$ cat config.mk
export PLATFORM = sky130hd
export DESIGN_NAME = moving_average_band_trader_core
export DESIGN_NICKNAME = d
export VERILOG_FILES = /design/src/rtl/mabt_pkg.sv /design/src/rtl/mabt_sdiv.sv /design/src/rtl/mabt_smul.sv /design/src/rtl/moving_average_band_trader_core.sv
export SDC_FILE = /design/constraint.sdc
export NUM_CORES = 2
export LEC_CHECK = 0
export BUFFER_PORTS_ARGS = -buffer_cell sky130_fd_sc_hd__buf_2
export CELL_PAD_IN_SITES_DETAIL_PLACEMENT = 1
export CELL_PAD_IN_SITES_GLOBAL_PLACEMENT = 2
export CORE_UTILIZATION = 52
export DETAILED_ROUTE_END_ITERATION = 10
export MAX_ROUTING_LAYER = met4
export PLACE_DENSITY = 0.87
export RECOVER_POWER = 25
export SYNTH_ARGS = -nofsm -noshare
export SYNTH_HDL_FRONTEND = slang
export SYNTH_SLANG_ARGS = --single-unit
$ cat constraint.sdc
create_clock -name clk -period 24.1 [get_ports clk]
set_input_delay 3.615 -clock clk [delete_from_list [all_inputs] [get_ports clk]]
set_output_delay 3.615 -clock clk [all_outputs]
set_load 0.1 [all_outputs]
$ cat src/rtl/mabt_pkg.sv
`timescale 1ns / 1ps

package mabt_pkg;

  localparam int PRICE_W    = 32;
  localparam int WLEN_W     = 7;
  localparam int PCT_W      = 15;
  localparam int MULT_W     = 16;
  localparam int PROD_W     = PRICE_W + MULT_W;
  localparam int QTY_W      = 16;
  localparam int PROFIT_W   = 64;
  localparam int CHG_W      = 33;
  localparam int CFG_IDX_W  = 2;
  localparam int CFG_DATA_W = 15;

  // 100 percent in Q8.8
  localparam logic [MULT_W-1:0] PCT_ONE  = 16'd25600;
  localparam logic [QTY_W-1:0]  QTY_MAX  = 16'hFFFF;

  localparam logic [WLEN_W-1:0] WLEN_RST = 7'd20;
  localparam logic [PCT_W-1:0]  PCT_RST  = 15'd1280;

  typedef enum logic [CFG_IDX_W-1:0] {
    REG_WINDOW_LEN   = 2'd0,
    REG_DOWN_PERCENT = 2'd1,
    REG_UP_PERCENT   = 2'd2
  } reg_idx_t;

  typedef enum logic [7:0] {
    ST_IDLE = 8'b0000_0001,
    ST_SUM  = 8'b0000_0010,
    ST_DIVA = 8'b0000_0100,
    ST_MULB = 8'b0000_1000,
    ST_DIVB = 8'b0001_0000,
    ST_MULS = 8'b0010_0000,
    ST_DIVS = 8'b0100_0000,
    ST_DONE = 8'b1000_0000
  } state_t;

  // status of a bit-serial arithmetic unit
  typedef struct packed {
    logic busy;
    logic done;
  } ser_sts_t;

endpackage

$ cat src/rtl/mabt_sdiv.sv
`timescale 1ns / 1ps

module mabt_sdiv #(
  parameter int DW = 48,
  parameter int VW = 16
) (
  input  logic                clk,
  input  logic                rst_n,
  input  logic                start,
  input  logic [DW-1:0]       dividend,
  input  logic [VW-1:0]       divisor,
  output mabt_pkg::ser_sts_t  sts,
  output logic [DW-1:0]       quotient
);

  localparam int CNT_W = $clog2(DW + 1);

  logic [VW-1:0]    rem_r, rem_nxt;
  logic [DW-1:0]    q_r, q_nxt;
  logic [VW-1:0]    dvs_r, dvs_nxt;
  logic [CNT_W-1:0] cnt_r, cnt_nxt;
  logic             busy_r, busy_nxt;
  logic             done_r, done_nxt;

  logic [VW:0]      shifted;
  logic [VW+1:0]    diff;
  logic             fits;

  // restoring division, one quotient bit per cycle, MSB first
  assign shifted = {rem_r, q_r[DW-1]};
  assign diff    = {1'b0, shifted} - {2'b00, dvs_r};
  assign fits    = ~diff[VW+1];

  always_comb begin
    rem_nxt  = rem_r;
    q_nxt    = q_r;
    dvs_nxt  = dvs_r;
    cnt_nxt  = cnt_r;
    busy_nxt = busy_r;
    done_nxt = 1'b0;
    if (start) begin
      rem_nxt  = '0;
      q_nxt    = dividend;
      dvs_nxt  = divisor;
      cnt_nxt  = CNT_W'(DW);
      busy_nxt = 1'b1;
    end else if (busy_r) begin
      rem_nxt = fits ? diff[VW-1:0] : shifted[VW-1:0];
      q_nxt   = {q_r[DW-2:0], fits};
      cnt_nxt = cnt_r - 1'b1;
      if (cnt_r == CNT_W'(1)) begin
        busy_nxt = 1'b0;
        done_nxt = 1'b1;
      end
    end
  end

  always_ff @(posedge clk) begin
    if (!rst_n) begin
      cnt_r  <= '0;
      busy_r <= 1'b0;
      done_r <= 1'b0;
    end else begin
      cnt_r  <= cnt_nxt;
      busy_r <= busy_nxt;
      done_r <= done_nxt;
    end
  end

  always_ff @(posedge clk) begin
    rem_r <= rem_nxt;
    q_r   <= q_nxt;
    dvs_r <= dvs_nxt;
  end

  assign sts.busy = busy_r;
  assign sts.done = done_r;
  assign quotient = q_r;

endmodule

$ cat src/rtl/mabt_smul.sv
`timescale 1ns / 1ps

module mabt_smul #(
  parameter int AW = 32,
  parameter int BW = 16
) (
  input  logic                clk,
  input  logic                rst_n,
  input  logic                start,
  input  logic [AW-1:0]       mcand,
  input  logic [BW-1:0]       mplier,
  output mabt_pkg::ser_sts_t  sts,
  output logic [AW+BW-1:0]    product
);

  localparam int PW    = AW + BW;
  localparam int CNT_W = $clog2(BW + 1);

  logic [PW-1:0]    a_r, a_nxt;
  logic [BW-1:0]    b_r, b_nxt;
  logic [PW-1:0]    p_r, p_nxt;
  logic [CNT_W-1:0] cnt_r, cnt_nxt;
  logic             busy_r, busy_nxt;
  logic             done_r, done_nxt;

  // shift-and-add, one multiplier bit per cycle, LSB first
  always_comb begin
    a_nxt    = a_r;
    b_nxt    = b_r;
    p_nxt    = p_r;
    cnt_nxt  = cnt_r;
    busy_nxt = busy_r;
    done_nxt = 1'b0;
    if (start) begin
      a_nxt    = PW'(mcand);
      b_nxt    = mplier;
      p_nxt    = '0;
      cnt_nxt  = CNT_W'(BW);
      busy_nxt = 1'b1;
    end else if (busy_r) begin
      if (b_r[0]) begin
        p_nxt = p_r + a_r;
      end
      a_nxt   = {a_r[PW-2:0], 1'b0};
      b_nxt   = {1'b0, b_r[BW-1:1]};
      cnt_nxt = cnt_r - 1'b1;
      if (cnt_r == CNT_W'(1)) begin
        busy_nxt = 1'b0;
        done_nxt = 1'b1;
      end
    end
  end

  always_ff @(posedge clk) begin
    if (!rst_n) begin
      cnt_r  <= '0;
      busy_r <= 1'b0;
      done_r <= 1'b0;
    end else begin
      cnt_r  <= cnt_nxt;
      busy_r <= busy_nxt;
      done_r <= done_nxt;
    end
  end

  always_ff @(posedge clk) begin
    a_r <= a_nxt;
    b_r <= b_nxt;
    p_r <= p_nxt;
  end

  assign sts.busy = busy_r;
  assign sts.done = done_r;
  assign product  = p_r;

endmodule

$ cat src/rtl/moving_average_band_trader_core.sv
`timescale 1ns / 1ps

// Moving-average envelope trader. Each accepted price (unsigned Q16.16) is
// compared against bands around the average of the window_len prices before
// it; one unit is bought at or below the buy band and one sold at or above
// the sell band, and the held quantity and signed profit are tracked. One
// price is worked at a time; the work for each is set by the bit-serial
// divider (average, buy band, sell band), the shift-add multiplier and the
// one-read-per-cycle sweep of the price ring over the stored prices summed
// (up to window_len). The next price is taken while a finished result waits
// on the output.
module moving_average_band_trader_core #(
  parameter int WINDOW_MAX = 64
) (
  input  logic                                    clk,
  input  logic                                    rst_n,

  input  logic                                    in_valid,
  output logic                                    in_ready,
  input  logic [mabt_pkg::PRICE_W-1:0]            in_price,

  output logic                                    out_valid,
  input  logic                                    out_ready,
  output logic [mabt_pkg::PRICE_W-1:0]            out_average,
  output logic [mabt_pkg::PRICE_W-1:0]            out_buy_level,
  output logic [mabt_pkg::PRICE_W:0]              out_sell_level,
  output logic [1:0]                              out_action,
  output logic [mabt_pkg::QTY_W-1:0]              out_held_quantity,
  output logic signed [mabt_pkg::CHG_W-1:0]       out_profit_change,
  output logic signed [mabt_pkg::PROFIT_W-1:0]    out_total_profit,
  output logic                                    out_trading_active,

  input  logic                                    cfg_valid,
  output logic                                    cfg_ready,
  input  logic [mabt_pkg::CFG_IDX_W-1:0]          cfg_index,
  input  logic [mabt_pkg::CFG_DATA_W-1:0]         cfg_data
);

  localparam int AW     = $clog2(WINDOW_MAX);
  localparam int CW     = $clog2(WINDOW_MAX + 1);
  localparam int LW     = (CW > mabt_pkg::WLEN_W) ? CW : mabt_pkg::WLEN_W;
  localparam int SUM_W  = mabt_pkg::PRICE_W + CW;
  localparam int DIV_W  = (SUM_W > mabt_pkg::PROD_W) ? SUM_W : mabt_pkg::PROD_W;
  localparam int DVS_W  = (CW > mabt_pkg::MULT_W) ? CW : mabt_pkg::MULT_W;
  localparam int PW     = mabt_pkg::PRICE_W;

  localparam logic [AW-1:0] PTR_LAST = AW'(WINDOW_MAX - 1);
  localparam logic [CW-1:0] SEEN_MAX = CW'(WINDOW_MAX);

  // configuration
  logic [mabt_pkg::WLEN_W-1:0] wlen_r;
  logic [mabt_pkg::PCT_W-1:0]  down_r;
  logic [mabt_pkg::PCT_W-1:0]  up_r;

  // control and working state
  mabt_pkg::state_t            state_r, state_nxt;
  logic [PW-1:0]               price_r, price_nxt;
  logic [CW-1:0]               cnt_r, cnt_nxt;
  logic [AW-1:0]               rd_addr_r, rd_addr_nxt;
  logic                        rd_vld_r, rd_vld_nxt;
  logic [SUM_W-1:0]            sum_r, sum_nxt;
  logic [PW-1:0]               avg_r, avg_nxt;
  logic [PW-1:0]               buy_r, buy_nxt;
  logic [PW:0]                 sell_r, sell_nxt;
  logic [AW-1:0]               ptr_r, ptr_nxt;
  logic [CW-1:0]               seen_r, seen_nxt;
  logic [mabt_pkg::QTY_W-1:0]  qty_r, qty_nxt;
  logic signed [mabt_pkg::PROFIT_W-1:0] total_r, total_nxt;

  // result register
  logic                        out_valid_r, out_valid_nxt;
  logic [PW-1:0]               out_avg_r;
  logic [PW-1:0]               out_buy_r;
  logic [PW:0]                 out_sell_r;
  logic [1:0]                  out_action_r;
  logic [mabt_pkg::QTY_W-1:0]  out_qty_r;
  logic signed [mabt_pkg::CHG_W-1:0]    out_chg_r;
  logic signed [mabt_pkg::PROFIT_W-1:0] out_total_r;
  logic                        out_active_r;

  // price ring
  logic [PW-1:0]               ring_mem [WINDOW_MAX];
  logic [PW-1:0]               ring_q;
  logic                        rd_en;
  logic                        commit;

  // derived
  logic [LW-1:0]               wl_ext;
  logic [CW-1:0]               wl_eff;
  logic [CW-1:0]               n_sum;
  logic                        active;
  logic [mabt_pkg::PCT_W-1:0]  down_cl, up_cl;
  logic [mabt_pkg::MULT_W-1:0] buy_mult, sell_mult;
  logic                        buy_hit, sell_hit;
  logic [mabt_pkg::QTY_W-1:0]  qty_mid, qty_new;
  logic signed [mabt_pkg::CHG_W-1:0] chg;

  // serial units
  logic                        div_start, mul_start;
  logic [DIV_W-1:0]            div_a;
  logic [DVS_W-1:0]            div_b;
  logic [DIV_W-1:0]            div_q;
  mabt_pkg::ser_sts_t          div_sts, mul_sts;
  logic [PW-1:0]               mul_a;
  logic [mabt_pkg::MULT_W-1:0] mul_b;
  logic [mabt_pkg::PROD_W-1:0] mul_p;

  mabt_sdiv #(
    .DW (DIV_W),
    .VW (DVS_W)
  ) u_div (
    .clk      (clk),
    .rst_n    (rst_n),
    .start    (div_start),
    .dividend (div_a),
    .divisor  (div_b),
    .sts      (div_sts),
    .quotient (div_q)
  );

  mabt_smul #(
    .AW (PW),
    .BW (mabt_pkg::MULT_W)
  ) u_mul (
    .clk     (clk),
    .rst_n   (rst_n),
    .start   (mul_start),
    .mcand   (mul_a),
    .mplier  (mul_b),
    .sts     (mul_sts),
    .product (mul_p)
  );

  // window length: zero reads as one, clamp to the ring depth
  assign wl_ext = LW'(wlen_r);
  always_comb begin
    if (wl_ext == '0) begin
      wl_eff = CW'(1);
    end else if (wl_ext > LW'(WINDOW_MAX)) begin
      wl_eff = SEEN_MAX;
    end else begin
      wl_eff = wl_ext[CW-1:0];
    end
  end

  assign n_sum  = (seen_r < wl_eff) ? seen_r : wl_eff;
  assign active = (seen_r >= wl_eff);

  assign down_cl   = (down_r > mabt_pkg::PCT_ONE[mabt_pkg::PCT_W-1:0]) ?
                     mabt_pkg::PCT_ONE[mabt_pkg::PCT_W-1:0] : down_r;
  assign up_cl     = (up_r > mabt_pkg::PCT_ONE[mabt_pkg::PCT_W-1:0]) ?
                     mabt_pkg::PCT_ONE[mabt_pkg::PCT_W-1:0] : up_r;
  assign buy_mult  = mabt_pkg::PCT_ONE - {1'b0, down_cl};
  assign sell_mult = mabt_pkg::PCT_ONE + {1'b0, up_cl};

  // operand steering for the shared units
  assign div_a = (state_r == mabt_pkg::ST_SUM) ? DIV_W'(sum_r) : DIV_W'(mul_p);
  assign div_b = (state_r == mabt_pkg::ST_SUM) ? DVS_W'(wl_eff) : DVS_W'(mabt_pkg::PCT_ONE);
  assign mul_a = (state_r == mabt_pkg::ST_DIVA) ? div_q[PW-1:0] : avg_r;
  assign mul_b = (state_r == mabt_pkg::ST_DIVA) ? buy_mult : sell_mult;

  // trade decision
  assign buy_hit  = active && (price_r <= buy_r) && (qty_r != mabt_pkg::QTY_MAX);
  assign qty_mid  = qty_r + mabt_pkg::QTY_W'(buy_hit);
  assign sell_hit = active && ({1'b0, price_r} >= sell_r) && (qty_mid != '0);
  assign qty_new  = qty_mid - mabt_pkg::QTY_W'(sell_hit);

  always_comb begin
    if (sell_hit && !buy_hit) begin
      chg = $signed({1'b0, price_r});
    end else if (buy_hit && !sell_hit) begin
      chg = -$signed({1'b0, price_r});
    end else begin
      chg = '0;
    end
  end

  assign rd_en  = (state_r == mabt_pkg::ST_SUM) && (cnt_r != '0);
  assign commit = (state_r == mabt_pkg::ST_DONE) && (!out_valid_r || out_ready);

  always_comb begin
    state_nxt   = state_r;
    price_nxt   = price_r;
    cnt_nxt     = cnt_r;
    rd_addr_nxt = rd_addr_r;
    rd_vld_nxt  = 1'b0;
    sum_nxt     = sum_r;
    avg_nxt     = avg_r;
    buy_nxt     = buy_r;
    sell_nxt    = sell_r;
    ptr_nxt     = ptr_r;
    seen_nxt    = seen_r;
    qty_nxt     = qty_r;
    total_nxt   = total_r;
    div_start   = 1'b0;
    mul_start   = 1'b0;
    out_valid_nxt = (out_valid_r && out_ready) ? 1'b0 : out_valid_r;

    unique case (state_r)
      mabt_pkg::ST_IDLE: begin
        if (in_valid) begin
          price_nxt   = in_price;
          cnt_nxt     = n_sum;
          rd_addr_nxt = (ptr_r == '0) ? PTR_LAST : ptr_r - 1'b1;
          sum_nxt     = '0;
          state_nxt   = mabt_pkg::ST_SUM;
        end
      end
      mabt_pkg::ST_SUM: begin
        // walk back through the ring, one read per cycle
        rd_vld_nxt = rd_en;
        if (rd_en) begin
          cnt_nxt     = cnt_r - 1'b1;
          rd_addr_nxt = (rd_addr_r == '0) ? PTR_LAST : rd_addr_r - 1'b1;
        end
        if (rd_vld_r) begin
          sum_nxt = sum_r + SUM_W'(ring_q);
        end
        if (!rd_en && !rd_vld_r) begin
          div_start = 1'b1;
          state_nxt = mabt_pkg::ST_DIVA;
        end
      end
      mabt_pkg::ST_DIVA: begin
        if (div_sts.done) begin
          avg_nxt   = div_q[PW-1:0];
          mul_start = 1'b1;
          state_nxt = mabt_pkg::ST_MULB;
        end
      end
      mabt_pkg::ST_MULB: begin
        if (mul_sts.done) begin
          div_start = 1'b1;
          state_nxt = mabt_pkg::ST_DIVB;
        end
      end
      mabt_pkg::ST_DIVB: begin
        if (div_sts.done) begin
          buy_nxt   = div_q[PW-1:0];
          mul_start = 1'b1;
          state_nxt = mabt_pkg::ST_MULS;
        end
      end
      mabt_pkg::ST_MULS: begin
        if (mul_sts.done) begin
          div_start = 1'b1;
          state_nxt = mabt_pkg::ST_DIVS;
        end
      end
      mabt_pkg::ST_DIVS: begin
        if (div_sts.done) begin
          sell_nxt  = div_q[PW:0];
          state_nxt = mabt_pkg::ST_DONE;
        end
      end
      mabt_pkg::ST_DONE: begin
        // hold until the result register is free
        if (commit) begin
          ptr_nxt       = (ptr_r == PTR_LAST) ? '0 : ptr_r + 1'b1;
          seen_nxt      = (seen_r < SEEN_MAX) ? seen_r + 1'b1 : seen_r;
          qty_nxt       = qty_new;
          total_nxt     = total_r +
                          {{(mabt_pkg::PROFIT_W - mabt_pkg::CHG_W){chg[mabt_pkg::CHG_W-1]}},
                           chg};
          out_valid_nxt = 1'b1;
          state_nxt     = mabt_pkg::ST_IDLE;
        end
      end
      default: begin
        state_nxt = mabt_pkg::ST_IDLE;
      end
    endcase
  end

  always_ff @(posedge clk) begin
    if (!rst_n) begin
      state_r     <= mabt_pkg::ST_IDLE;
      cnt_r       <= '0;
      rd_vld_r    <= 1'b0;
      ptr_r       <= '0;
      seen_r      <= '0;
      qty_r       <= '0;
      total_r     <= '0;
      out_valid_r <= 1'b0;
    end else begin
      state_r     <= state_nxt;
      cnt_r       <= cnt_nxt;
      rd_vld_r    <= rd_vld_nxt;
      ptr_r       <= ptr_nxt;
      seen_r      <= seen_nxt;
      qty_r       <= qty_nxt;
      total_r     <= total_nxt;
      out_valid_r <= out_valid_nxt;
    end
  end

  always_ff @(posedge clk) begin
    price_r   <= price_nxt;
    rd_addr_r <= rd_addr_nxt;
    sum_r     <= sum_nxt;
    avg_r     <= avg_nxt;
    buy_r     <= buy_nxt;
    sell_r    <= sell_nxt;
    if (commit) begin
      out_avg_r    <= avg_r;
      out_buy_r    <= buy_r;
      out_sell_r   <= sell_r;
      out_action_r <= {sell_hit, buy_hit};
      out_qty_r    <= qty_new;
      out_chg_r    <= chg;
      out_total_r  <= total_nxt;
      out_active_r <= active;
    end
  end

  always_ff @(posedge clk) begin
    if (commit) begin
      ring_mem[ptr_r] <= price_r;
    end
    if (rd_en) begin
      ring_q <= ring_mem[rd_addr_r];
    end
  end

  // configuration writes
  always_ff @(posedge clk) begin
    if (!rst_n) begin
      wlen_r <= mabt_pkg::WLEN_RST;
      down_r <= mabt_pkg::PCT_RST;
      up_r   <= mabt_pkg::PCT_RST;
    end else if (cfg_valid) begin
      unique case (mabt_pkg::reg_idx_t'(cfg_index))
        mabt_pkg::REG_WINDOW_LEN:   wlen_r <= cfg_data[mabt_pkg::WLEN_W-1:0];
        mabt_pkg::REG_DOWN_PERCENT: down_r <= cfg_data[mabt_pkg::PCT_W-1:0];
        mabt_pkg::REG_UP_PERCENT:   up_r   <= cfg_data[mabt_pkg::PCT_W-1:0];
        default: begin
          // drop writes to unknown registers
        end
      endcase
    end
  end

  assign cfg_ready = 1'b1;
  assign in_ready  = (state_r == mabt_pkg::ST_IDLE);

  assign out_valid          = out_valid_r;
  assign out_average        = out_avg_r;
  assign out_buy_level      = out_buy_r;
  assign out_sell_level     = out_sell_r;
  assign out_action         = out_action_r;
  assign out_held_quantity  = out_qty_r;
  assign out_profit_change  = out_chg_r;
  assign out_total_profit   = out_total_r;
  assign out_trading_active = out_active_r;

  a_units_exclusive: assert property (@(posedge clk) disable iff (!rst_n)
    !(div_sts.busy && mul_sts.busy))
    else $error("divider and multiplier busy together");

  a_warmup_quiet: assert property (@(posedge clk) disable iff (!rst_n)
    out_valid_r && !out_active_r |-> (out_action_r == 2'b00) && (out_chg_r == '0))
    else $error("trade reported before a full window");

  a_change_single: assert property (@(posedge clk) disable iff (!rst_n)
    out_valid_r && (out_chg_r != '0) |-> (out_action_r == 2'b01) || (out_action_r == 2'b10))
    else $error("cash change without a single trade");

  a_seen_bound: assert property (@(posedge clk) disable iff (!rst_n)
    seen_r <= SEEN_MAX)
    else $error("price count past ring depth");

endmodule

==> flow_metrics.env <==
export IMPL_grt_pass1_vias=70200
export IMPL_run_status="complete, but fails checks"
export IMPL_cts_repair_resize_count=0
export IMPL_cellInternalPower_uw=8490
export IMPL_final_instance_count_excl_fill=10400
export IMPL_ios=270
export IMPL_critPathMaxStageDelay_ns=2.90
export IMPL_path_delay_family="compound AO/OA/AOI/OAI gates"
export IMPL_fin_crit_sh=0.562
export IMPL_finalHoldViolCount=0
export IMPL_vias_per_cell=6.67
export IMPL_mostFrequentLayoutCells="edfxtp_1 (2,571), mux4_2 (672), nand2_1 (533), clkbuf_16 (311), nor2_1 (299)"
export IMPL_buffer_ports_inserted=268
export IMPL_peakVddDrop_mv=0.0638
export IMPL_setup_viol_count_final=0
export IMPL_power_share_combinational=0.086
export IMPL_hold_buffer_count_at_cts=0
export IMPL_numCtsBuffers=306
export IMPL_clkPwrFrac=0.410
export IMPL_max_cap_violations=37
export IMPL_signal_arrival_time_at_the_worst_endpoint_ns=14.20
export IMPL_worst_setup_path_end_kind="register"
export IMPL_post_dp_hpwl_um=225000
export IMPL_worst_skew_pair_late_latency_ns=0.99
export IMPL_fmax_mhz=73.8
export IMPL_clock_tree_root_cell="clkbuf_16"
export IMPL_area_growth_syn_to_layout_pct=13.0
export IMPL_fin_worst_skew_ns=0.0952
export IMPL_fin_ws_ns=10.55
export IMPL_switching_power_uw=2710
export IMPL_seq_power_share=0.504
export IMPL_report_final_slew_viol_count=1558
export IMPL_startpoint_type="register"
export IMPL_die_w_um=475
export IMPL_synth_edf_count=2571
export IMPL_reg2reg_to="out_total_profit[46]"
export IMPL_die_y_um=475
export IMPL_cpMaxStageDelayCell="clkbuf_1"
export IMPL_clkSinkCount=2813
export IMPL_gpl_final_weighted_congestion=0.911
export IMPL_grt_first_pass_wirelength_um=530000
export IMPL_fin_nets=7439
export IMPL_ys_ff_latch=2813
export IMPL_synth_nets=6999
export IMPL_power_density_nw_per_um2=85.2
export IMPL_violations="capacitance limit, slew limit"
export IMPL_post_synth_cell_area_avg_um2=17.3
export IMPL_p_leak_uw=0.0447
export IMPL_worst_path_buf_inv=3
export IMPL_async_reset_ff_frac=0
export IMPL_globalRouteOverflowTotal=0
export IMPL_n_fill_cell=19800
export IMPL_fin_total_pwr_uw=11200
export IMPL_first_pass_iters=7
export IMPL_synth_main_ff_cell="edfxtp_1"
export IMPL_post_route_cells_drive_above_1_share=0.220
export IMPL_first_iter_violations=9920
export IMPL_path_clk_slew_ns=0.07
export IMPL_p_sw_frac=0.242
export IMPL_yosys_warnings=0
export IMPL_grt_antenna_before_repair=53
export IMPL_hold_end="out_sell_level[1]"
export IMPL_max_slew_headroom_at_the_worst_pin=-1.77
export IMPL_dr_total_vias=69400
export IMPL_netlist_area_um2=116000
export IMPL_finalWorstPathRequiredPeriod_ns=13.55
export IMPL_worst_r2r_cell_count=33
export IMPL_placement_setup_worst_slack_ns=13.58
export IMPL_worstPathMaxFanout=74
export IMPL_detail_route_drc_violations=0
export IMPL_crit_required_ns=24.76
export IMPL_syn_inst=6730
export IMPL_cts_tree="done"
export IMPL_grt_use_total=0.347
export IMPL_reg2reg_from="price_r[21]"
export IMPL_ant_nets=0
export IMPL_holdWs_ns=0.417
export IMPL_hp_class="register to register"
export IMPL_coreArea_um2=222000
export IMPL_timing_hold_worst_start="sell_r[1]"
export IMPL_yosys_cell_types_count=95
export IMPL_critPathKind="register to register"
export IMPL_cts_post_setup_buffers_inserted=0
export IMPL_post_drt_wl_per_cell_um=36.4
export IMPL_totalWireLength_um=379000
export IMPL_dieArea_um2=225000
export IMPL_cts_htree_levels=5
export IMPL_regToRegSetupSlack_ns=10.55
export IMPL_hold_path_depth=0
export IMPL_initial_utilization=0.523
export IMPL_fin_tns_setup_ns=0
export IMPL_unrepaired_setup_endpoints_after_global_routing="false"
export IMPL_place_inst=9837
export IMPL_std_cell_rows=173
export IMPL_worstMarginPinSlew_ns=4.16
export IMPL_ys_seq_area_frac=0.706
export IMPL_layout_cells_most_common="edfxtp_1"
export IMPL_grt_max_degree=148
export IMPL_ctsLongestPathBuffers=4
synthesized netlist by cell type (7+ instances only):
library cell	instances	area share
a21boi_0	61	0.0039
o21bai_1	13	0.00084
o31ai_1	20	0.0013
nor3_1	74	0.0032
a21o_1	80	0.0052
nand3_1	81	0.0035
nor3b_1	9	0.00058
nand4_1	57	0.0031
a22oi_1	9	0.00058
a21oi_1	213	0.0092
or2_2	12	0.00065
nor4_1	30	0.0016
o21ai_0	211	0.0091
nand3b_1	13	0.00084
o21a_1	26	0.0017
nor2_1	365	0.012
ha_1	211	0.023
a31oi_1	92	0.0050
a22o_1	12	0.00090
and3_1	25	0.0013
clkbuf_1	245	0.0079
edfxtp_1	2571	0.66
a211oi_1	19	0.0012
dfxtp_1	242	0.042
nand2b_1	39	0.0021
xor2_1	87	0.0066
inv_1	141	0.0046
buf_1	60	0.0019
or3_1	36	0.0019
and4_1	7	0.00053
xnor2_1	120	0.0090
and2_1	85	0.0046
mux2i_1	44	0.0038
nand2_1	535	0.017
mux4_2	672	0.13
o211a_1	7	0.00060
o211ai_1	14	0.00090
nor2b_1	45	0.0024
state kept, by name (all words and copies together), names as in the netlist, 39 cells and up:
| name | flops |
|---|---|
| out_total_profit | 64 |
| ring_mem | 2048 |
| sum_r | 39 |
| total_r | 64 |
| u_div.quotient | 48 |
| u_mul.a_r | 48 |
| u_mul.product | 48 |
cell families after synthesis:
logic type      after synthesis  synth area share
flops                      2813             0.706
simple gates               1459            0.0588
compound gates              854            0.0465
mux                         716             0.134
buf+inv                     465            0.0160
fa+ha+maj                   215            0.0234
xor+xnor                    207            0.0156
other cells                   1         0.0000323
how the worst max path moves through the flow:
stage,to,cells after the start,slack (ns),start
floorplan,ring_mem[44][0],7,10.38,out_ready
global placement,out_total_profit[46],33,13.90,price_r[21]
detailed placement,out_total_profit[46],33,13.58,price_r[21]
CTS,out_total_profit[46],33,13.37,price_r[21]
global route,out_total_profit[46],33,9.86,price_r[21]
finish,out_total_profit[46],33,10.55,price_r[21]
stage by stage:
step                      utilization  instance area (um2)
final                           0.591               131000
after global routing            0.591               131000
after CTS                       0.592               132000
after detailed placement        0.549               122000
after global placement          0.549               122000
after floorplan                     -               116000
worst register-to-register path, delay by kind of cell, from the launching register on:
family / cells / cell delay (ns)
fa+ha+maj: 4 / 2.13
simple gates: 11 / 2.54
compound gates: 14 / 4.19
flops: 1 / 0.35
xor+xnor: 1 / 0.16
buf+inv: 3 / 3.88
power by group through the flow:
stage,Combinational [uW],Clock (uW),Sequential [uW]
floorplan,483,0,5790
global placement,895,0,5720
detailed placement,944,0,5720
CTS,957,4630,5620
global route,1010,4760,5640
finish,966,4590,5640
per-layer routing:
| metal | share of wire | wire length, um | GRT usage |
|---|---|---|---|
| met5 | 0 | 0 | - |
| met4 | 0.057 | 21500 | 0.171 |
| met3 | 0.11 | 42200 | 0.0864 |
| met2 | 0.47 | 180000 | 0.539 |
| met1 | 0.36 | 135000 | 0.427 |
area by class of cell:
cell class / count / area, um2 / share of cell area
inverter: 146 / 557 / 0.00424
antenna: 35 / 87.6 / 0.000666
timing repair buffer: 451 / 2630 / 0.0200
clock buffer: 368 / 8050 / 0.0612
sequential: 2813 / 82000 / 0.624
tap: 2975 / 3720 / 0.0283
clock inverter: 157 / 1430 / 0.0109
multi-input combinational: 3452 / 32900 / 0.250
(Power assumes the default switching activity.)
